<file path="src/rtl/assert_macros.svh">
// ---------------------------------------------------------------------------
// Assertion macros
// Clocked concurrent assertion helpers shared by the RTL that asserts.
// ---------------------------------------------------------------------------
`ifndef ASSERT_MACROS_SVH
`define ASSERT_MACROS_SVH

// Property must hold at every rising clock edge outside reset.
`define ASSERT_CLK(label, clk, rst_n, prop, msg) \
    label: assert property (@(posedge clk) disable iff (!rst_n) prop) \
        else $error(msg);

// Expression must never be true at a rising clock edge outside reset.
`define ASSERT_NEVER(label, clk, rst_n, expr, msg) \
    label: assert property (@(posedge clk) disable iff (!rst_n) !(expr)) \
        else $error(msg);

`endif

</file>
<file path="src/rtl/bpsr_pkg.sv">
// ---------------------------------------------------------------------------
// bpsr_pkg
// Shared types and constants of the bidirectional PWM speed ramp.
// ---------------------------------------------------------------------------
`default_nettype none

package bpsr_pkg;

    typedef enum logic [1:0] {
        MODE_STEADY = 2'd0,
        MODE_CHANGE = 2'd1,
        MODE_DWELL  = 2'd2
    } t_mode;

    localparam int CFG_IDX_BITS  = 3;
    localparam int CFG_DATA_BITS = 16;

    localparam logic [CFG_IDX_BITS-1:0] CFG_RAMP_STEP     = 3'd0;
    localparam logic [CFG_IDX_BITS-1:0] CFG_DWELL_STEPS   = 3'd1;
    localparam logic [CFG_IDX_BITS-1:0] CFG_DUTY_SHIFT    = 3'd2;
    localparam logic [CFG_IDX_BITS-1:0] CFG_DUTY_DEADBAND = 3'd3;
    localparam logic [CFG_IDX_BITS-1:0] CFG_SPEED_LIMIT   = 3'd4;

    localparam logic [6:0]  RST_RAMP_STEP     = 7'd1;
    localparam logic [15:0] RST_DWELL_STEPS   = 16'd1;
    localparam logic [1:0]  RST_DUTY_SHIFT    = 2'd2;
    localparam logic [9:0]  RST_DUTY_DEADBAND = 10'd623;
    localparam logic [6:0]  RST_SPEED_LIMIT   = 7'd100;

    typedef struct packed {
        logic [6:0]  ramp_step;
        logic [15:0] dwell_steps;
        logic [1:0]  duty_shift;
        logic [9:0]  duty_deadband;
        logic [6:0]  speed_limit;
    } t_cfg;

endpackage

`default_nettype wire

</file>
<file path="src/rtl/bpsr_ctrl.sv">
// ---------------------------------------------------------------------------
// bpsr_ctrl
// Ramp state machine: target clamp, dwell counter and speed slew step.
// ---------------------------------------------------------------------------
`default_nettype none

module bpsr_ctrl #(
    parameter int SPEED_BITS = 8
) (
    input  logic                         i_clk,
    input  logic                         i_rst_n,
    input  logic                         i_fire,
    input  logic                         i_kind,
    input  logic signed [SPEED_BITS-1:0] i_target,
    input  bpsr_pkg::t_cfg               i_cfg,
    output logic signed [SPEED_BITS-1:0] o_speed_next,
    output bpsr_pkg::t_mode              o_mode_next,
    output logic                         o_at_target_next
);

    localparam int CW = ((SPEED_BITS > 8) ? SPEED_BITS : 8) + 2;
    localparam logic signed [CW-1:0] SPEED_MAX_X = CW'((1 << (SPEED_BITS - 1)) - 1);

    bpsr_pkg::t_mode               r_mode, n_mode;
    logic signed [SPEED_BITS-1:0]  r_cur, n_cur;
    logic signed [SPEED_BITS-1:0]  r_want, n_want;
    logic [15:0]                   r_dwell, n_dwell;
    logic [15:0]                   dwell_dec;
    logic                          steady;

    assign dwell_dec = (r_dwell != 16'd0) ? r_dwell - 16'd1 : 16'd0;
    assign steady    = (r_cur == r_want);

    // Next state
    always_comb begin
        n_mode = r_mode;
        if (i_kind) begin
            unique case (r_mode)
                bpsr_pkg::MODE_CHANGE: begin
                    n_mode = steady ? bpsr_pkg::MODE_STEADY : bpsr_pkg::MODE_DWELL;
                end
                bpsr_pkg::MODE_DWELL: begin
                    n_mode = (dwell_dec == 16'd0) ? bpsr_pkg::MODE_CHANGE
                                                  : bpsr_pkg::MODE_DWELL;
                end
                default: begin
                    n_mode = steady ? bpsr_pkg::MODE_STEADY : bpsr_pkg::MODE_CHANGE;
                end
            endcase
        end
    end

    // Datapath outputs of the state machine
    always_comb begin
        logic signed [CW-1:0] cur_x;
        logic signed [CW-1:0] want_x;
        logic signed [CW-1:0] step_x;
        logic signed [CW-1:0] lim_x;
        logic signed [CW-1:0] t_x;
        logic signed [CW-1:0] mv_x;
        cur_x  = CW'(r_cur);
        want_x = CW'(r_want);
        step_x = CW'(signed'({1'b0, i_cfg.ramp_step}));
        lim_x  = CW'(signed'({1'b0, i_cfg.speed_limit}));
        t_x    = CW'(i_target);
        n_cur   = r_cur;
        n_want  = r_want;
        n_dwell = r_dwell;
        if (lim_x > SPEED_MAX_X) begin
            lim_x = SPEED_MAX_X;
        end
        if (t_x > lim_x) begin
            t_x = lim_x;
        end
        if (t_x < -lim_x) begin
            t_x = -lim_x;
        end
        if (want_x > cur_x) begin
            mv_x = cur_x + step_x;
            if (mv_x > want_x) begin
                mv_x = want_x;
            end
        end else begin
            mv_x = cur_x - step_x;
            if (mv_x < want_x) begin
                mv_x = want_x;
            end
        end
        if (!i_kind) begin
            n_want = SPEED_BITS'(t_x);
        end else begin
            n_dwell = dwell_dec;
            if (n_mode == bpsr_pkg::MODE_CHANGE) begin
                n_cur   = SPEED_BITS'(mv_x);
                n_dwell = i_cfg.dwell_steps;
            end
        end
    end

    always_ff @(posedge i_clk) begin
        if (!i_rst_n) begin
            r_mode  <= bpsr_pkg::MODE_STEADY;
            r_cur   <= '0;
            r_want  <= '0;
            r_dwell <= '0;
        end else if (i_fire) begin
            r_mode  <= n_mode;
            r_cur   <= n_cur;
            r_want  <= n_want;
            r_dwell <= n_dwell;
        end
    end

    assign o_speed_next     = n_cur;
    assign o_mode_next      = n_mode;
    assign o_at_target_next = (n_cur == n_want);

endmodule

`default_nettype wire

</file>
<file path="src/rtl/bpsr_duty.sv">
// ---------------------------------------------------------------------------
// bpsr_duty
// Map a signed speed to forward and reverse PWM duty with deadband offset.
// ---------------------------------------------------------------------------
`default_nettype none

module bpsr_duty #(
    parameter int SPEED_BITS = 8,
    parameter int DUTY_BITS  = 11
) (
    input  logic signed [SPEED_BITS-1:0] i_speed,
    input  logic [1:0]                   i_shift,
    input  logic [9:0]                   i_deadband,
    output logic [DUTY_BITS-1:0]         o_fwd,
    output logic [DUTY_BITS-1:0]         o_rev
);

    localparam int SW0 = (SPEED_BITS + 3 > 10) ? SPEED_BITS + 3 : 10;
    localparam int SW  = ((SW0 > DUTY_BITS) ? SW0 : DUTY_BITS) + 1;
    localparam logic [SW-1:0] DUTY_MAX = SW'((1 << DUTY_BITS) - 1);

    logic [SPEED_BITS-1:0] mag;
    logic [SW-1:0]         sum;
    logic [DUTY_BITS-1:0]  duty;

    assign mag  = i_speed[SPEED_BITS-1] ? SPEED_BITS'(-i_speed) : i_speed;
    assign sum  = (SW'(mag) << i_shift) + SW'(i_deadband);
    // Saturate at full scale
    assign duty = (sum > DUTY_MAX) ? DUTY_BITS'(DUTY_MAX) : DUTY_BITS'(sum);

    assign o_fwd = (!i_speed[SPEED_BITS-1] && (i_speed != '0)) ? duty : '0;
    assign o_rev = i_speed[SPEED_BITS-1] ? duty : '0;

endmodule

`default_nettype wire

</file>
<file path="src/rtl/bidir_pwm_speed_ramp_unit.sv">
// ---------------------------------------------------------------------------
// bidir_pwm_speed_ramp_unit: signed speed ramp with forward/reverse PWM duty.
// Result path: an accepted request is held in the input register, then loaded into the result register.
// Throughput: one request per cycle while the result is drained; the state update commits on advance.
// Reset: synchronous active-low; state to steady at speed 0, config to defaults.
// ---------------------------------------------------------------------------
`default_nettype none

module bidir_pwm_speed_ramp_unit #(
    parameter int SPEED_BITS = 8,
    parameter int DUTY_BITS  = 11
) (
    input  logic                                 i_clk,
    input  logic                                 i_rst_n,
    // Configuration write port
    input  logic                                 i_cfg_we,
    input  logic [bpsr_pkg::CFG_IDX_BITS-1:0]    i_cfg_index,
    input  logic [bpsr_pkg::CFG_DATA_BITS-1:0]   i_cfg_data,
    // Request channel
    input  logic                                 i_in_valid,
    output logic                                 o_in_ready,
    input  logic                                 i_kind,
    input  logic signed [SPEED_BITS-1:0]         i_target_speed,
    // Result channel
    output logic                                 o_out_valid,
    input  logic                                 i_out_ready,
    output logic [DUTY_BITS-1:0]                 o_fwd_duty,
    output logic [DUTY_BITS-1:0]                 o_rev_duty,
    output logic signed [SPEED_BITS-1:0]         o_speed_now,
    output logic [1:0]                           o_mode,
    output logic                                 o_at_target
);

    // Configuration registers
    bpsr_pkg::t_cfg r_cfg;

    always_ff @(posedge i_clk) begin
        if (!i_rst_n) begin
            r_cfg.ramp_step     <= bpsr_pkg::RST_RAMP_STEP;
            r_cfg.dwell_steps   <= bpsr_pkg::RST_DWELL_STEPS;
            r_cfg.duty_shift    <= bpsr_pkg::RST_DUTY_SHIFT;
            r_cfg.duty_deadband <= bpsr_pkg::RST_DUTY_DEADBAND;
            r_cfg.speed_limit   <= bpsr_pkg::RST_SPEED_LIMIT;
        end else if (i_cfg_we) begin
            unique case (i_cfg_index)
                bpsr_pkg::CFG_RAMP_STEP:     r_cfg.ramp_step     <= i_cfg_data[6:0];
                bpsr_pkg::CFG_DWELL_STEPS:   r_cfg.dwell_steps   <= i_cfg_data[15:0];
                bpsr_pkg::CFG_DUTY_SHIFT:    r_cfg.duty_shift    <= i_cfg_data[1:0];
                bpsr_pkg::CFG_DUTY_DEADBAND: r_cfg.duty_deadband <= i_cfg_data[9:0];
                bpsr_pkg::CFG_SPEED_LIMIT:   r_cfg.speed_limit   <= i_cfg_data[6:0];
                default: begin
                    // Drop writes to unmapped indexes
                end
            endcase
        end
    end

    // Input register: holds one request until the result register can take it.
    logic                         r_in_valid;
    logic                         r_kind;
    logic signed [SPEED_BITS-1:0] r_target;
    logic                         advance;

    // Advance the held request whenever the result slot is free or being drained.
    assign advance    = r_in_valid && (!o_out_valid || i_out_ready);
    assign o_in_ready = !r_in_valid || advance;

    always_ff @(posedge i_clk) begin
        if (!i_rst_n) begin
            r_in_valid <= 1'b0;
        end else if (o_in_ready) begin
            r_in_valid <= i_in_valid;
        end
    end

    always_ff @(posedge i_clk) begin
        if (o_in_ready && i_in_valid) begin
            r_kind   <= i_kind;
            r_target <= i_target_speed;
        end
    end

    // Ramp state machine; its state commits on advance.
    logic signed [SPEED_BITS-1:0] speed_next;
    bpsr_pkg::t_mode              mode_next;
    logic                         at_target_next;

    bpsr_ctrl #(
        .SPEED_BITS (SPEED_BITS)
    ) u_ctrl (
        .i_clk            (i_clk),
        .i_rst_n          (i_rst_n),
        .i_fire           (advance),
        .i_kind           (r_kind),
        .i_target         (r_target),
        .i_cfg            (r_cfg),
        .o_speed_next     (speed_next),
        .o_mode_next      (mode_next),
        .o_at_target_next (at_target_next)
    );

    // Duty mapping of the post-update speed
    logic [DUTY_BITS-1:0] fwd_next;
    logic [DUTY_BITS-1:0] rev_next;

    bpsr_duty #(
        .SPEED_BITS (SPEED_BITS),
        .DUTY_BITS  (DUTY_BITS)
    ) u_duty (
        .i_speed    (speed_next),
        .i_shift    (r_cfg.duty_shift),
        .i_deadband (r_cfg.duty_deadband),
        .o_fwd      (fwd_next),
        .o_rev      (rev_next)
    );

    // Result register: load on advance, hold while stalled.
    logic                         r_out_valid;
    logic [DUTY_BITS-1:0]         r_fwd;
    logic [DUTY_BITS-1:0]         r_rev;
    logic signed [SPEED_BITS-1:0] r_speed;
    logic [1:0]                   r_mode;
    logic                         r_at;

    always_ff @(posedge i_clk) begin
        if (!i_rst_n) begin
            r_out_valid <= 1'b0;
        end else if (advance) begin
            r_out_valid <= 1'b1;
        end else if (i_out_ready) begin
            r_out_valid <= 1'b0;
        end
    end

    always_ff @(posedge i_clk) begin
        if (advance) begin
            r_fwd   <= fwd_next;
            r_rev   <= rev_next;
            r_speed <= speed_next;
            r_mode  <= 2'(mode_next);
            r_at    <= at_target_next;
        end
    end

    assign o_out_valid = r_out_valid;
    assign o_fwd_duty  = r_fwd;
    assign o_rev_duty  = r_rev;
    assign o_speed_now = r_speed;
    assign o_mode      = r_mode;
    assign o_at_target = r_at;

    // Assertions
    logic both_duty_on;
    logic zero_speed_out;
    logic duty_off;
    logic held_slot_free;

    assign both_duty_on   = o_out_valid && (o_fwd_duty != '0) && (o_rev_duty != '0);
    assign zero_speed_out = o_out_valid && (o_speed_now == '0);
    assign duty_off       = (o_fwd_duty == '0) && (o_rev_duty == '0);
    assign held_slot_free = r_in_valid && !r_out_valid;

    `include "assert_macros.svh"

    `ASSERT_NEVER(a_one_direction, i_clk, i_rst_n, both_duty_on, "both duties active")
    `ASSERT_CLK(a_zero_speed_idle, i_clk, i_rst_n, zero_speed_out |-> duty_off, "duty at zero speed")
    `ASSERT_CLK(a_free_slot_fills, i_clk, i_rst_n, held_slot_free |=> r_out_valid, "held request stuck")

endmodule

`default_nettype wire
</file>
<file path="config.mk">
export PLATFORM = sky130hd
export DESIGN_NAME = bidir_pwm_speed_ramp_unit
export DESIGN_NICKNAME = d
export VERILOG_FILES = /design/src/rtl/bpsr_pkg.sv /design/src/rtl/bpsr_ctrl.sv /design/src/rtl/bpsr_duty.sv /design/src/rtl/bidir_pwm_speed_ramp_unit.sv
export VERILOG_INCLUDE_DIRS = /design/src /design/src/rtl
export SDC_FILE = /design/constraint.sdc
export NUM_CORES = 1
export LEC_CHECK = 0
export ABC_AREA = 1
export BUFFER_PORTS_ARGS = -buffer_cell sky130_fd_sc_hd__buf_4
export CELL_PAD_IN_SITES_DETAIL_PLACEMENT = 0
export CELL_PAD_IN_SITES_GLOBAL_PLACEMENT = 1
export CORE_UTILIZATION = 49
export CTS_BUF_LIST = sky130_fd_sc_hd__clkbuf_8
export CTS_CLUSTER_SIZE = 25
export DETAILED_ROUTE_END_ITERATION = 12
export MAX_ROUTING_LAYER = met4
export PLACE_DENSITY_LB_ADDON = 0.1
export SLEW_MARGIN = 20
export SYNTH_ARGS = -nofsm -noshare
export SYNTH_HDL_FRONTEND = slang
export SYNTH_SLANG_ARGS = --single-unit
</file>
<file path="constraint.sdc">
create_clock -name i_clk -period 12.95 [get_ports i_clk]
set_clock_uncertainty 0.05 [all_clocks]
set_input_delay 0 -clock i_clk [delete_from_list [all_inputs] [get_ports i_clk]]
set_output_delay 0 -clock i_clk [all_outputs]
set_load 0.05 [all_outputs]
</file>
==> metrics.md <==
| Metric | Value |
|---|---|
| CP delay by family, top | `compound AO/OA/AOI/OAI gates` |
| Avg WL per Cell | `between 10 and 15 microns` |
| Ranking of synthesized cells by area | `dfxtp_1 (19%), edfxtp_1 (15%), nand2_1 (11%)` |
| I/O pin count | `between 60 and 70` |
| Initial antenna violation count | `0` |
| Drt initial violations | `a little under 600` |
| CP Max Fanout | `20` |
| Tot GR Track Use | `between 20% and 30%` |
| Worst setup path category | `flop to flop` |
| Top-area cell type share of the netlist area | `between 10% and 20%` |
| Design Area, Final | `between 9000 and 10000 sq um` |
| First-pass GRT wire length | `around 37000 microns` |
| Routed Antenna Nets | `0` |
| Number of fill cells in the layout | `1607` |
| Maximum clock rate | `139 MHz` |
| Post-route setup TNS | `0 ps` |
| Crit path launch type | `flop` |
| Pwr per Cell Area | `approximately 140 nW/um^2` |
| Die Wd | `around 130 microns` |
| RSZ-0062 raised after global routing | `false` |
| Area delta synth->final | `17.3%` |
| Final period utilization | `approximately 55%` |
| Max incr delay on CP | `approximately 520 ps` |
| Clock transition at the registers of the reported paths | `80 ps` |
| Crit path top cell by count | `nand2_1` |
| Worst Max-Slew Pin Slew | `981 ps` |
| Total gr overflow | `0` |
| Layout cells sized above 1 | `between 10% and 20%` |
| Largest net degree at the start of global routing | `48` |
| Vias in the first global route | `around 7300` |
| Clock Latency Late Sink | `around 450 ps` |
| Synth Net Count | `1255` |
| Rows | `47` |
| Crit path buf inv count | `5` |
| ANT cells | `0` |
| Min Tclk post-route | `just over 7000 ps` |
| DIE HEIGHT | `around 130 microns` |
| Initial DRT Pass Iterations | `5` |
| Most common cell after layout, fill and taps aside | `nand2_1` |
| Lkg Pwr | `approximately 4.7 nW` |
| Pwr Total | `approximately 1.3 mW` |
| Die footprint | `17500 sq um` |
| RR Startpoint | `r_cfg[37]$_SDFFE_PN0P_` |
| Cell variety after synth | `50` |
| Routed WL | `22000 microns` |
| CTS buffer count | `17` |
| CP startpoint | `r_cfg[37]$_SDFFE_PN0P_` |
| Core Region | `16600 sq um` |
| Min-delay src | `i_target_speed[7]` |
| Cell area after synthesis | `8330 sq um` |
| Capturing element type of the critical path | `flop` |
| Post-synthesis sequential area ratio | `around 34%` |
| Post-synthesis register bit count | `between 100 and 150` |
| Synthesized area per cell | `between 7 and 8 sq um` |
| Area leader, netlist | `dfxtp_1` |
| Final setup fails | `0` |
| Total number of vias | `approximately 7700` |
| DP Area | `approximately 9000 sq um` |
| CTS tree | `done` |
| Crit-path slowest cell | `o31ai_1` |
| H-tree levels | `4` |
| Post-synth top flop | `dfxtp_1` |
| Post-Syn Instances | `1149` |
| Root Buffer | `clkbuf_8` |
| Syn. warnings | `0` |
| Starting density of the core | `about 50%` |
| Critical Path AT | `7420 ps` |
| Hold Path Class | `primary input to flop` |
| # DRC | `0` |
| Final Max Slew Viols | `0` |
| Buffers on Ports | `67` |
| Post-synth ARST share | `0%` |
| VDD IR-drop max | `0.000100 V` |
| Slew HR | `between 30% and 40%` |
| Max clock buf depth | `2` |
| Num Clock Sinks | `120` |
| Net count reported at finish | `roughly 1300` |
| Post-DP HPWL | `approximately 16000 microns` |
| Max_cap viols | `0` |
| Post-synth EDFFs | `42` |
| Final hold vios | `0` |
| Vias per cell | `approximately 5.2` |
| Most frequent cells in the layout | `nand2_1 (242), inv_1 (148), a21oi_1 (119)` |
| RePlAce Congestion | `0.897` |
| Worst Path Required | `~13000 ps` |
| Status | `complete, no violations` |
path summary, 6_finish.rpt:
path         slack (ps)  depth (start not counted)                           to
max                5770                         40  o_fwd_duty[0]$_SDFFCE_PN0P_
min                 210                          2        r_target[7]$_DFFE_PP_
max reg2reg        5770                         40  o_fwd_duty[0]$_SDFFCE_PN0P_
min reg2reg         420                          2       r_cfg[19]$_SDFFE_PN1P_
Yosys cell counts (5+ instances only):
library cell,number
nor3_1,8
inv_2,5
o21ai_1,8
edfxtp_1,42
nor2_1,92
nand3_1,73
o21ai_0,96
xor2_1,28
nor2_2,6
nor2_4,5
nand2_2,9
ha_1,70
xnor2_1,5
o211ai_1,12
a21oi_1,119
inv_1,149
clkbuf_1,29
nand2_1,242
nand3_2,8
dfxtp_1,78
nand4_1,16
o21bai_1,8
layout make-up:
type	instances	area (sq um)	share of cell area, %
flip-flops and latches	120	2820	28.9
clock inverters	15	163	1.66
repair buffers	110	928	9.50
multi-input cells	837	4760	48.7
clock buffers	17	234	2.39
inverters	156	586	5.99
well taps	220	275	2.82
per-layer routing:
layer  part of all wire [%]  track usage [%]
met2                     45             41.8
met5                      0                -
met3                    4.3             4.11
met4                    1.2             6.83
met1                     50             37.7
registers in the layout (all words and copies together), names as in the netlist:
| register | cells |
|---|---|
| r_cfg | 42 |
| u_ctrl.r_dwell | 16 |
| o_fwd_duty | 11 |
| o_rev_duty | 11 |
| o_speed_now | 8 |
| r_target | 8 |
| u_ctrl.r_cur | 8 |
| u_ctrl.r_want | 8 |
| o_mode | 2 |
| u_ctrl.r_mode | 2 |
| o_at_target | 1 |
| o_out_valid | 1 |
| r_in_valid | 1 |
| r_kind | 1 |
cells by family after synthesis:
kind of cell             Yosys count  share of synthesized area [%]
multiplexers                       1                          0.120
flip-flops                       120                           33.9
XOR/XNOR                          33                           3.47
AND/OR/NAND/NOR                  473                           25.7
AO/OA/AOI/OAI                    257                           16.6
adder cells (fa/ha/maj)           73                           11.2
buffers and inverters            192                           8.99
through the flow:
stage,worst slack [ps],instances,util [%],hold WS (ps)
finish,5770,1475,58.9,207
global route,5060,1475,58.9,186
CTS,5850,1475,58.9,181
detailed placement,5900,1402,54.0,129
global placement,6060,1402,54.0,128
floorplan,6990,1149,-,48.9
report_power, final:
part           switching, mW  leakage [nW]  internal (mW)  total (mW)
Combinational          0.358          3.45          0.185       0.543
Sequential            0.0180          1.04          0.426       0.444
Clock                  0.171         0.203          0.175       0.346
Total                  0.547          4.70          0.786        1.33
timing repair:
item | CTS | global route
setup buffers | 0 | 0
endpoints found under the hold margin | 57 | 0
hold buffers | 41 | 0
gates resized for setup | 0 | 0
No activity file was read; power rests on OpenSTA's default activity.
